File: config.mk
export PLATFORM = sky130hd
export DESIGN_NAME = wildcard_byte_pattern_scanner
export DESIGN_NICKNAME = d
export VERILOG_FILES = /design/src/design/wbps_pkg.sv /design/src/design/wbps_cell.sv /design/src/design/wbps_report.sv /design/src/design/wildcard_byte_pattern_scanner.sv
export VERILOG_INCLUDE_DIRS = /design/src /design/src/design
export SDC_FILE = /design/constraint.sdc
export NUM_CORES = 2
export LEC_CHECK = 0
export ABC_AREA = 1
export BUFFER_PORTS_ARGS = -buffer_cell sky130_fd_sc_hd__buf_4
export CELL_PAD_IN_SITES_DETAIL_PLACEMENT = 1
export CELL_PAD_IN_SITES_GLOBAL_PLACEMENT = 1
export CORE_MARGIN = 8
export CORE_UTILIZATION = 45
export DETAILED_ROUTE_END_ITERATION = 7
export PLACE_DENSITY = 0.71
export SYNTH_ARGS = -nofsm -noshare
export SYNTH_HDL_FRONTEND = slang
export SYNTH_SLANG_ARGS = --single-unit
File: constraint.sdc
create_clock -name clk -period 5.2 [get_ports clk]
set_input_delay 0.26 -clock clk [delete_from_list [all_inputs] [get_ports clk]]
set_output_delay 0.26 -clock clk [all_outputs]
set_load 0.01 [all_outputs]
File: src/design/wildcard_byte_pattern_scanner_defines.svh
// Assertion macros for the wildcard byte pattern scanner.
// Users need signals named clk and rst_n in scope.
`ifndef WILDCARD_BYTE_PATTERN_SCANNER_DEFINES_SVH
`define WILDCARD_BYTE_PATTERN_SCANNER_DEFINES_SVH

`ifndef ASSERT_OFF
// checked only out of reset
`define WBPS_ASSERT(lbl, prop) \
  lbl: assert property (@(posedge clk) disable iff (!rst_n) prop) \
    else $error("wbps assertion failed");
// checked during reset too
`define WBPS_ASSERT_ALWAYS(lbl, prop) \
  lbl: assert property (@(posedge clk) prop) \
    else $error("wbps assertion failed");
`else
`define WBPS_ASSERT(lbl, prop)
`define WBPS_ASSERT_ALWAYS(lbl, prop)
`endif

`endif

File: src/design/wbps_pkg.sv
// Shared types and constants for the wildcard byte pattern scanner.
// No dependencies.
package wbps_pkg;

  localparam int LEN_LIMIT = 512;
  localparam int CFG_IDX_BITS = 2;

  localparam logic [CFG_IDX_BITS-1:0] CFG_PATTERN_LENGTH = 2'd0;
  localparam logic [CFG_IDX_BITS-1:0] CFG_REGION_BASE    = 2'd1;
  localparam logic [CFG_IDX_BITS-1:0] CFG_MATCH_OFFSET   = 2'd2;

  localparam logic ACT_WRITE_ENTRY = 1'b0;
  localparam logic ACT_SCAN        = 1'b1;

  typedef struct packed {
    logic       action;
    logic [5:0] entry_index;
    logic [7:0] entry_byte;
    logic       entry_wildcard;
    logic [7:0] scan_byte;
    logic       region_end;
  } in_item_t;

  typedef struct packed {
    logic        found;
    logic [63:0] match_address;
  } out_item_t;

  // per-cycle control broadcast down the cell chain
  typedef struct packed {
    logic scan;
    logic clear;
  } cell_ctl_t;

  // report request handed to the output pipeline
  typedef struct packed {
    logic        found;
    logic [63:0] start;
  } rpt_req_t;

endpackage

File: src/design/wbps_cell.sv
// One pattern position: stored byte, wildcard bit and partial-match bit.
// Depends on wbps_pkg.
module wbps_cell (
  input  logic                clk,
  input  logic                rst_n,
  input  logic                wr_en,
  input  logic [7:0]          wr_byte,
  input  logic                wr_wild,
  input  wbps_pkg::cell_ctl_t ctl,
  input  logic                active,
  input  logic                prev_in,
  input  logic [7:0]          scan_byte,
  output logic                match_nxt,
  output logic                match_q
);

  logic [7:0] byte_r;
  logic       wild_r;
  logic       match_r;

  always_ff @(posedge clk) begin
    if (wr_en) begin
      byte_r <= wr_byte;
      wild_r <= wr_wild;
    end
  end

  assign match_nxt = active & prev_in & (wild_r | (byte_r == scan_byte));

  always_ff @(posedge clk) begin
    if (!rst_n) begin
      match_r <= 1'b0;
    end else if (ctl.scan) begin
      match_r <= ctl.clear ? 1'b0 : match_nxt;
    end
  end

  assign match_q = match_r;

endmodule

File: src/design/wbps_report.sv
// Result pipeline: request stage, address add and output register.
// Depends on wbps_pkg and the assertion macro header.
`include "wildcard_byte_pattern_scanner_defines.svh"

module wbps_report (
  input  logic                 clk,
  input  logic                 rst_n,
  input  logic [63:0]          region_base,
  input  logic [63:0]          match_offset,
  input  logic                 req_valid,
  input  wbps_pkg::rpt_req_t   req,
  output logic                 req_ready,
  output logic                 out_valid,
  input  logic                 out_ready,
  output wbps_pkg::out_item_t  out_data
);

  logic [63:0]         base_off_r;
  logic                s1_valid_r;
  wbps_pkg::rpt_req_t  s1_req_r;
  logic                out_valid_r;
  wbps_pkg::out_item_t out_data_r;
  wbps_pkg::out_item_t out_data_nxt;
  logic                s1_go;

  // base + offset is registered from the region base and match offset inputs
  always_ff @(posedge clk) begin
    base_off_r <= region_base + match_offset;
  end

  assign s1_go     = s1_valid_r & (~out_valid_r | out_ready);
  assign req_ready = ~s1_valid_r | s1_go;

  always_ff @(posedge clk) begin
    if (!rst_n) begin
      s1_valid_r <= 1'b0;
    end else if (req_ready) begin
      s1_valid_r <= req_valid;
    end
  end

  always_ff @(posedge clk) begin
    if (req_ready && req_valid) begin
      s1_req_r <= req;
    end
  end

  always_comb begin
    out_data_nxt.found         = s1_req_r.found;
    out_data_nxt.match_address = s1_req_r.found ? (base_off_r + s1_req_r.start) : 64'd0;
  end

  always_ff @(posedge clk) begin
    if (!rst_n) begin
      out_valid_r <= 1'b0;
    end else if (s1_go) begin
      out_valid_r <= 1'b1;
    end else if (out_ready) begin
      out_valid_r <= 1'b0;
    end
  end

  always_ff @(posedge clk) begin
    if (s1_go) begin
      out_data_r <= out_data_nxt;
    end
  end

  assign out_valid = out_valid_r;
  assign out_data  = out_data_r;

  `WBPS_ASSERT(a_notfound_zero, out_valid_r && !out_data_r.found |-> out_data_r.match_address == 64'd0)
  `WBPS_ASSERT(a_req_not_dropped, req_valid |-> req_ready)
  `WBPS_ASSERT_ALWAYS(a_reset_clears, !rst_n |=> !out_valid_r && !s1_valid_r)
  `WBPS_ASSERT(a_out_hold, out_valid_r && !out_ready |=> out_valid_r && $stable(out_data_r))

endmodule

File: src/design/wildcard_byte_pattern_scanner.sv
// Wildcard byte pattern scanner, top level.
// Depends on wbps_pkg, wbps_cell, wbps_report and the assertion macro header.
//
// Usage:
//   cfg_*  : register writes (0 pattern_length, 1 region_base, 2 match_offset).
//            Write only while no scan is in flight. cfg_ready is always high;
//            a pending cfg request holds off in_ready for that cycle.
//   in_*   : action 0 loads one pattern entry, action 1 presents one region
//            byte; region_end marks the last byte of the region.
//   out_*  : at most one result per region: found (only with nonzero base) with the match address
//            (base + start + offset, mod 2^64) at the first full match, or
//            not-found with address zero on the last byte when none matched.
// Throughput: one request per cycle while in_ready is high. The cell chain compares the byte in
//   every position at once and shifts the partial-match bits one cell.
// Path: the request stage loads at the accepting edge; the address add then
//   lands in the output register once that register is empty or being read.
// Reset: config registers, the match chain, the byte counter and the
//   reported flag clear; pattern entries stay undefined until written.
// Stall: the request stage and output register hold up to two results; in_ready
//   drops when both are full and out_ready is low, or while cfg_valid is high.
`include "wildcard_byte_pattern_scanner_defines.svh"

module wildcard_byte_pattern_scanner #(
  parameter int PATTERN_MAX   = 64,
  parameter int POSITION_BITS = 40
) (
  input  logic                                 clk,
  input  logic                                 rst_n,
  input  logic                                 cfg_valid,
  output logic                                 cfg_ready,
  input  logic [wbps_pkg::CFG_IDX_BITS-1:0]    cfg_index,
  input  logic [63:0]                          cfg_data,
  input  logic                                 in_valid,
  output logic                                 in_ready,
  input  wbps_pkg::in_item_t                   in_data,
  output logic                                 out_valid,
  input  logic                                 out_ready,
  output wbps_pkg::out_item_t                  out_data
);

  logic [6:0]               pat_len_r;
  logic [63:0]              region_base_r;
  logic [63:0]              match_offset_r;
  logic [POSITION_BITS-1:0] pos_r;
  logic [POSITION_BITS-1:0] pos_nxt;
  logic                     reported_r;
  logic                     reported_nxt;

  logic                     cfg_fire;
  logic                     in_fire;
  logic                     scan_fire;
  logic                     wr_fire;
  logic                     usable;
  logic [6:0]               len_eff;
  logic                     hit;
  logic                     found_now;
  logic                     last;
  logic                     rpt_ready;
  logic                     rpt_valid;
  wbps_pkg::rpt_req_t       rpt_req;
  wbps_pkg::cell_ctl_t      ctl;
  logic [POSITION_BITS-1:0] start;

  logic [PATTERN_MAX-1:0]   match_nxt;
  logic [PATTERN_MAX-1:0]   match_q;
  logic [PATTERN_MAX-1:0]   tail_hit;

  assign cfg_ready = 1'b1;
  assign cfg_fire  = cfg_valid & cfg_ready;
  assign in_ready  = ~cfg_valid & rpt_ready;
  assign in_fire   = in_valid & in_ready;
  assign scan_fire = in_fire & (in_data.action == wbps_pkg::ACT_SCAN);
  assign wr_fire   = in_fire & (in_data.action == wbps_pkg::ACT_WRITE_ENTRY);
  assign last      = in_data.region_end;

  always_ff @(posedge clk) begin
    if (!rst_n) begin
      pat_len_r      <= 7'd0;
      region_base_r  <= 64'd0;
      match_offset_r <= 64'd0;
    end else if (cfg_fire) begin
      case (cfg_index)
        wbps_pkg::CFG_PATTERN_LENGTH: pat_len_r      <= cfg_data[6:0];
        wbps_pkg::CFG_REGION_BASE:    region_base_r  <= cfg_data;
        wbps_pkg::CFG_MATCH_OFFSET:   match_offset_r <= cfg_data;
        default: ;
      endcase
    end
  end

  assign usable  = (pat_len_r != 7'd0) && (32'(pat_len_r) <= PATTERN_MAX) &&
                   (32'(pat_len_r) < wbps_pkg::LEN_LIMIT);
  assign len_eff = usable ? pat_len_r : 7'd0;

  assign ctl.scan  = scan_fire;
  assign ctl.clear = last;

  for (genvar j = 0; j < PATTERN_MAX; j++) begin : g_cell
    logic prev;
    logic wr_sel;
    if (j == 0) begin : g_head
      assign prev = 1'b1;
    end else begin : g_link
      assign prev = match_q[j-1];
    end
    assign wr_sel      = wr_fire && (32'(in_data.entry_index) == j);
    assign tail_hit[j] = match_nxt[j] && (32'(len_eff) == j + 1);

    wbps_cell u_cell (
      .clk       (clk),
      .rst_n     (rst_n),
      .wr_en     (wr_sel),
      .wr_byte   (in_data.entry_byte),
      .wr_wild   (in_data.entry_wildcard),
      .ctl       (ctl),
      .active    (32'(len_eff) > j),
      .prev_in   (prev),
      .scan_byte (in_data.scan_byte),
      .match_nxt (match_nxt[j]),
      .match_q   (match_q[j])
    );
  end

  assign hit       = |tail_hit;
  assign found_now = hit && (region_base_r != 64'd0) && !reported_r;
  assign start     = pos_r - POSITION_BITS'(len_eff) + POSITION_BITS'(1);

  always_comb begin
    pos_nxt      = pos_r;
    reported_nxt = reported_r;
    if (scan_fire) begin
      if (last) begin
        pos_nxt      = '0;
        reported_nxt = 1'b0;
      end else begin
        pos_nxt      = pos_r + POSITION_BITS'(1);
        reported_nxt = reported_r | found_now;
      end
    end
  end

  always_ff @(posedge clk) begin
    if (!rst_n) begin
      pos_r      <= '0;
      reported_r <= 1'b0;
    end else begin
      pos_r      <= pos_nxt;
      reported_r <= reported_nxt;
    end
  end

  assign rpt_valid     = scan_fire && (found_now || (last && !reported_r));
  assign rpt_req.found = found_now;
  assign rpt_req.start = 64'(start);

  wbps_report u_report (
    .clk          (clk),
    .rst_n        (rst_n),
    .region_base  (region_base_r),
    .match_offset (match_offset_r),
    .req_valid    (rpt_valid),
    .req          (rpt_req),
    .req_ready    (rpt_ready),
    .out_valid    (out_valid),
    .out_ready    (out_ready),
    .out_data     (out_data)
  );

  `WBPS_ASSERT(a_cfg_scan_apart, !(cfg_fire && in_fire))
  `WBPS_ASSERT(a_end_clears, scan_fire && last |=> pos_r == '0 && !reported_r && match_q == '0)
  `WBPS_ASSERT(a_no_hit_zero_base, region_base_r == 64'd0 |-> !found_now)
  `WBPS_ASSERT(a_one_result, rpt_valid && !last |=> !(rpt_valid && rpt_req.found))

endmodule

# Word level (Yosys, flattened, before mapping)
# Index checks and enable logic that the tools add are counted.
[word_totals]
in_bits = 96
ramBits = 0
memories = 0
latchBits = 0
word_cells = 882
romBits = 0
output_inout_bits = 68
ff_bits = 987
[op_classes]
shifts = 0
magnitude_cmp = 65
mul = 0
mux = 68
n_div = 0
n_eq_ne = 193
reduce_logical = 145
bitwise = 203
addsub = 5
[op_table]
columns = ["op", "count"]
rows = [
  ["== test 8 bit", 64],
  ["== test 7 x 6 -> 1 bit (second input constant)", 32],
  ["greater-than comparator 7 x 6 -> 1 bit (second input constant)", 32],
  ["== test 6 bit (second input constant)", 32],
  ["logical AND 1 bit", 134],
  ["bitwise AND 1 bit", 132],
  ["== test 7 x 5 -> 1 bit (second input constant)", 16],
  ["greater-than comparator 7 x 5 -> 1 bit (second input constant)", 16],
  ["== test 6 x 5 -> 1 bit (second input constant)", 16],
  ["adder 40 x 1 -> 40 bit (second input constant)", 2],
  ["OR 1 bit", 67],
  ["2-to-1 mux 1 bit", 66],
  ["adder 64 x 40 -> 64 bit", 1],
  ["adder 64 bit", 1],
  ["nonzero test 64 bit", 1],
  ["OR reduction 64 bit", 1],
  ["== test 7 x 4 -> 1 bit (second input constant)", 8],
  ["greater-than comparator 7 x 4 -> 1 bit (second input constant)", 8],
  ["== test 6 x 4 -> 1 bit (second input constant)", 8],
  ["2-to-1 mux 40 bit", 1],
  ["subtractor 40 x 7 -> 40 bit", 1],
  ["== test 7 x 3 -> 1 bit (second input constant)", 4],
  ["greater-than comparator 7 x 3 -> 1 bit (second input constant)", 4],
  ["== test 6 x 3 -> 1 bit (second input constant)", 4],
  ["other kinds (19)", 28],
]

# Depth between registers and ports, before layout
[depth]
depth_word = 13
ltp_mapped = 22
mapped_depth_nobuf = 20

# Modules after synthesis
# A second synthesis with hierarchy kept.
[hier_totals]
hier_cells = 7319
hier_area_um2 = 57515.2
[by_module_without_submodules]
columns = ["mod", "n_inst", "seq_area_each_um2", "area_per_inst_um2", "cells_each"]
rows = [
  ["wbps_cell", 64, 290.3, 464.2, 46],
  ["wbps_report", 1, 5225.0, 16485.8, 2612],
  ["wildcard_byte_pattern_scanner", 1, 3523.4, 11320.9, 1763],
]

# Worst setup path after synthesis
# Ideal clock, no wire load.
[synth_timing]
path_type = "reg2reg"
from = "register u_report.out_valid_r, in the netlist u_report.out_valid"
to = "register u_report.out_data_r (netlist bit u_report.out_data[0]) (enable)"
synth_period_minus_slack_ps = 4056
arrival_ps = 3546
setup_time_ps = 509
path_stages_with_launch = 2
path_slack_ps = 1144
n_path_buf = 0
t_required_ps = 4691
cell_sequence = "dfxtp_1 a21oi_1"
[synth_via]
elab_chain_len = 3
[synth_lines]
columns = ["element", "line", "rtl"]
rows = [
  ["start, declared", "wbps_report.sv:21", "logic out_valid_r;"],
  ["start signal, assigned", "wbps_report.sv:55", "out_valid_r <= 1'b0;"],
  ["start signal, assigned", "wbps_report.sv:57", "out_valid_r <= 1'b1;"],
  ["start signal, assigned", "wbps_report.sv:59", "out_valid_r <= 1'b0;"],
  ["inverter 1 bit", "wbps_report.sv:31", "assign s1_go = s1_valid_r & (~out_valid_r | out_ready);"],
  ["OR 1 bit", "wbps_report.sv:31", ""],
  ["bitwise AND 1 bit", "wbps_report.sv:31", ""],
  ["via u_report.s1_go", "wbps_report.sv:24", "logic s1_go;"],
  ["end signal, assigned", "wbps_report.sv:65", "out_data_r <= out_data_nxt;"],
  ["end, declared", "wbps_report.sv:22", "wbps_pkg::out_item_t out_data_r;"],
]
# The timed path passes the listed nets, and every way through them passes these cells.
# A chain may end at the register's enable or synchronous reset.

# Worst setup path in the final report
[layout_timing]
from = "register pat_len_r[6]"
to = "register u_report.s1_req_r[38] (netlist bit) (enable)"
[layout_via]
elab_chain_len = 13
word_cells_on_any_way = 329
cone_classes = "order compare: 65; eq/ne: 64; mux: 1; bitwise: 127; reduce/logical: 72"
[layout_lines]
columns = ["element", "line", "rtl"]
rows = [
  ["start, declared", "wildcard_byte_pattern_scanner.sv:41", "logic [6:0] pat_len_r;"],
  ["start signal, assigned", "wildcard_byte_pattern_scanner.sv:83", "wbps_pkg::CFG_PATTERN_LENGTH: pat_len_r <= cfg_data[6:0];"],
  ["<= comparator 7 bit / nonzero test 7 bit (equally long branches)", "wildcard_byte_pattern_scanner.sv:91", "assign usable = (pat_len_r != 7'd0) && (32'(pat_len_r) <= PATTERN_MAX) &&"],
  ["logical AND 1 bit", "wildcard_byte_pattern_scanner.sv:91", ""],
  ["2-to-1 mux 7 bit *", "wildcard_byte_pattern_scanner.sv:93", "assign len_eff = usable ? pat_len_r : 7'd0;"],
  ["greater-than comparator 7 x 1 -> 1 bit, or another cell as far along", "wildcard_byte_pattern_scanner.sv:116", ".active (32'(len_eff) > j),"],
  ["bitwise AND 1 bit (2 in series)", "wbps_cell.sv:28", "assign match_nxt = active & prev_in & (wild_r | (byte_r == scan_byte));"],
  ["logical AND 1 bit", "wildcard_byte_pattern_scanner.sv:107", "assign tail_hit[j] = match_nxt[j] && (32'(len_eff) == j + 1);"],
  ["OR reduction 64 bit *", "wildcard_byte_pattern_scanner.sv:124", "assign hit = |tail_hit;"],
  ["logical AND 1 bit * (2 in series)", "wildcard_byte_pattern_scanner.sv:125", "assign found_now = hit && (region_base_r != 64'd0) && !reported_r;"],
  ["logical OR 1 bit *", "wildcard_byte_pattern_scanner.sv:152", "assign rpt_valid = scan_fire && (found_now || (last && !reported_r));"],
  ["logical AND 1 bit *", "wildcard_byte_pattern_scanner.sv:152", ""],
  ["logical AND 1 bit *", "wbps_report.sv:43", "if (req_ready && req_valid) begin"],
  ["end signal, assigned", "wbps_report.sv:44", "s1_req_r <= req;"],
  ["end, declared", "wbps_report.sv:20", "wbps_pkg::rpt_req_t s1_req_r;"],
]
# Mark *: on every way between the ends. The rest lies on a longest branch, timed or not.

==> key figures <==
Critical path
  – Source of the critical timing path: pat_len_r[6]
  – Depth of the worst register-to-register path: 20
  – Reg-to-reg startpoint: pat_len_r[6]
  – Crit-path cells: inv_2 > nand2_1 > nand3_1 > inv_2 > nand2_1 > nand2_1 > nor2_1 > nand3_1 > nand2_1 > nor2_1 > nand2_1 > nor2_1 > nand2_1 > clkinv_1 > nand2_1 > nand3_1 > nand2_1 > nand2_1 > inv_1 > buf_4
  – Data required time at the worst endpoint: around 5.5 ns
  – Number of buffers and inverters on the critical path: 5
  – Slowest library cell on the worst path: nand3_1
  – Worst path max stage delay: roughly 0.48 ns
  – Most Frequent Cell on Critical Path: nand2_1
  – Critical register-to-register path endpoint: u_report.s1_req_r[38]
  – Crit Path Max Fanout: about 40
  – Setup crit start kind: flop
  – Type of the worst setup path: flop to flop
  – Crit end category: flop
  – Worst Path Arrival: 4.29 ns
  – Kind of cell adding the most delay to the critical path: simple AND/OR/NAND/NOR gates
  – Reg-to-reg setup timing slack: approximately 1.2 ns

Final layout
  – Commonest cells after routing, fill and taps aside: nand2_1, edfxtp_1, inv_1
  – Share of post-route cells with drive strength above 1: 6.93%
  – Number of fill cells: 12600
  – Fin util: 51.8%
  – Most common cell after layout, fill and taps aside: nand2_1
  – Area Overhead vs Synth: 14.1%
  – Final Net Count: 6020

Routing
  – Vias: 39600
  – Total met3 wirelength after detailed routing: between 7000 and 8000 um
  – Routed length on met2: 80400 um
  – WL final: 165000 um
  – M1 WL: 70300 um
  – Number of detailed-routing iterations run before antenna repair: 5
  – Highest Signal Layer: met5
  – Remaining number of nets flagged by the antenna check after routing: 0
  – Routed length per placed instance: roughly 22 um
  – Remaining design rule violation count: 0
  – First-iteration detailed-routing DRC count: 2590
  – Mean number of vias per cell: 5.41

Worst hold path
  – Min-delay src: in_valid
  – Number of cells on the worst hold path: 4
  – Class of the tightest hold or removal check: primary input to flop
  – Capture endpoint of the worst hold path: pos_r[1]

Timing
  – Slew at the pin closest to its max-slew limit: 1.27 ns
  – Worst setup skew after layout: ~0.05 ns
  – Number of endpoints with negative hold slack in the final report: 0
  – Achievable Freq: 0.251 GHz
  – Ratio of final minimum period to clock period: 76.6%
  – Period minus WS final: around 4 ns
  – Unrepaired setup endpoints after global routing: no
  – Count of final max-slew check failures: 0
  – Worst max-slew margin expressed relative to the limit: between 15 and 20%
  – Total Neg Setup Slack: 0 ns
  – Number of endpoints failing setup at the final stage: 0

Global routing
  – Wire length of the first global-routing pass: between 200000 and 250000 um
  – GRT Resource Usage Total: 26.3%
  – Number of antenna violations at the first check in global routing: 7
  – Maximum number of pins on one net before global-route repair: 102
  – Overflow left after global routing: 0
  – Via count of the first global-routing pass: 41900

Job
  – Max-cap violation count: 0

Synthesis
  – Synth top area share: 40.7%
  – Area of the mapped netlist: 50300 um^2
  – Number of enable-type register cells in the synthesized netlist: 682
  – Fraction of the yosys area taken by sequential cells: 52.8%
  – Number of unique standard cell types used by synthesis: 52
  – Mean instance size in the synthesized netlist: 9.12 um^2
  – Post-Syn Instances: 5522
  – Cell type with the largest total area after synthesis: edfxtp_1
  – Post-synthesis register bit count: 987
  – Post-synthesis net count: 5801
  – Area contributors post-synth: edfxtp_1, dfxtp_1, nand2_1
  – Most instantiated flip-flop cell in the synthesis netlist: edfxtp_1
  – Count of yosys warnings during synthesis: 0
  – Share of flip-flops with an asynchronous set or reset: 0%

CTS
  – Clock Sink Count: 987
  – Clock tree from TritonCTS: yes
  – Cts bufs inserted: 107
  – Clock-pin slew on the worst setup and hold paths: 0.06 ns
  – Count of H-tree levels built during CTS: 3
  – Clk root buf: clkbuf_16
  – Number of setup buffers added after CTS: 0
  – CTS max path bufs: 3
  – Number of gates given a new drive strength after cts: 0
  – Clock latency of the later-clocked register in the worst-skew pair: 0.72 ns
  – Count of hold-fix buffers inserted at cts: between 60 and 70

Status
  – Run status: finished, final reports clean

Place
  – Number of buffer cells added on primary ports: ~160
  – Sum of net half-perimeters after detailed placement: 112000 um
  – Gp weighted congestion: 0.925

Pwr
  – Cell leakage power: 22.4 nW
  – Total power divided by cell area: around 310 nW/um^2
  – IR Drop Worst-Case VDD: around 0.30 mV

Floorplanning
  – Core Box Area: 111000 um^2
  – Die Area: 123000 um^2
  – Initial Util: 45.4%
  – Number of placed I/O pins: ~160
  – Number of placement rows: 122
  – Die X: between 300 and 400 um
  – Chip Height: approximately 350 um
[cell type report]
cell class	count	area (um^2)	share of cell area [%]
Timing Repair Buffer	262	2210	3.85
Clock buffer	138	2950	5.13
Clock inverter	62	683	1.19
Antenna cell	2	5.00	0.00872
Sequential cell	987	26600	46.3
Multi-Input combinational cell	3766	20800	36.2
Tap cell	1488	1860	3.24
Inverter	617	2320	4.04
[kinds of logic after synthesis]
group	Yosys count	synth area share, %
flip-flops	987	52.8
AND/OR/NAND/NOR	2137	17.5
other	1	0.00745
XOR/XNOR	555	9.66
adder cells (fa/ha/maj)	183	4.59
buffers and inverters	769	5.90
AO/OA/AOI/OAI	890	9.53
[worst reg2reg max path: stages, from the launching register on]
cell      delay [ns]
dfxtp_1         0.37
inv_2           0.25
nand2_1         0.40
nand3_1         0.49
inv_2           0.15
nand2_1         0.19
nand2_1         0.08
nor2_1          0.19
nand3_1         0.12
nand2_1         0.12
nor2_1          0.05
nand2_1         0.12
nor2_1          0.06
nand2_1         0.06
clkinv_1        0.05
nand2_1         0.12
nand3_1         0.11
nand2_1         0.08
nand2_1         0.09
inv_1           0.06
buf_4           0.44
[how the worst max path moves through the flow]
stage                             to  slack, ns  depth (start not counted)
6_report       u_report.s1_req_r[38]       1.22                         20
5_1_grt        u_report.s1_req_r[19]       0.97                         20
4_1_cts        u_report.s1_req_r[19]       1.26                         20
3_5_place_dp    u_report.s1_req_r[9]       1.27                         20
3_3_place_gp    u_report.s1_req_r[9]       1.34                         20
2_1_floorplan   u_report.out_data[0]       1.14                          1
[through the flow]
| step | std cells | power, W | setup WS (ns) | hold slack, ns | instance area [um^2] |
|---|---|---|---|---|---|
| 2_1_floorplan | 5522 | 0.00970 | 1.14 | 0.359 | 50300 |
| 3_3_place_gp | 7053 | 0.0103 | 1.34 | 0.451 | 53100 |
| 3_5_place_dp | 7053 | 0.0103 | 1.27 | 0.456 | 53100 |
| 4_1_cts | 7320 | 0.0182 | 1.26 | 0.0528 | 57400 |
| 5_1_grt | 7322 | 0.0186 | 0.971 | 0.114 | 57400 |
| 6_report | 7322 | 0.0180 | 1.22 | 0.0879 | 57400 |
[flip-flops by register name, summed over array words and instances (netlist names), 40 cells and up]
register / flops
g_cell.u_cell.byte_r: 512
u_report.out_data: 65
g_cell.u_cell.wild_r: 64
match_offset_r: 64
region_base_r: 64
u_report.base_off_r: 64
g_cell.u_cell.match_q: 63
pos_r: 40
u_report.s1_req_r: 40
[metal layers]
| layer | track usage [%] | vias up |
|---|---|---|
| met1 | 33.1 | 19600 |
| li1 | - | 18800 |
| met5 | 0 | - |
| met2 | 46.1 | 985 |
| met4 | 9.94 | 2 |
| met3 | 3.13 | 325 |
[cell usage after synthesis, drive strengths merged (8+ instances only)]
cell	instances
edfxtp	682
nand3	279
nand4	74
ha	180
o21bai	12
nand2	1137
xor2	69
a31oi	33
nor2	574
nor4	22
inv	615
xnor2	486
nor3	29
dfxtp	305
buf	65
o21a	35
a21oi	507
a21o	8
clkbuf	87
a21boi	28
o21ai	239
[where the power goes]
group          switching [W]  internal [W]  total (W)  leakage (nW)
Combinational        0.00112      0.000525    0.00165          12.0
Sequential         0.0000806       0.00852    0.00860          8.64
Clock                0.00324       0.00456    0.00780          1.76
Total                0.00445        0.0136     0.0180          22.4
Power figures use the tool's default switching activity.
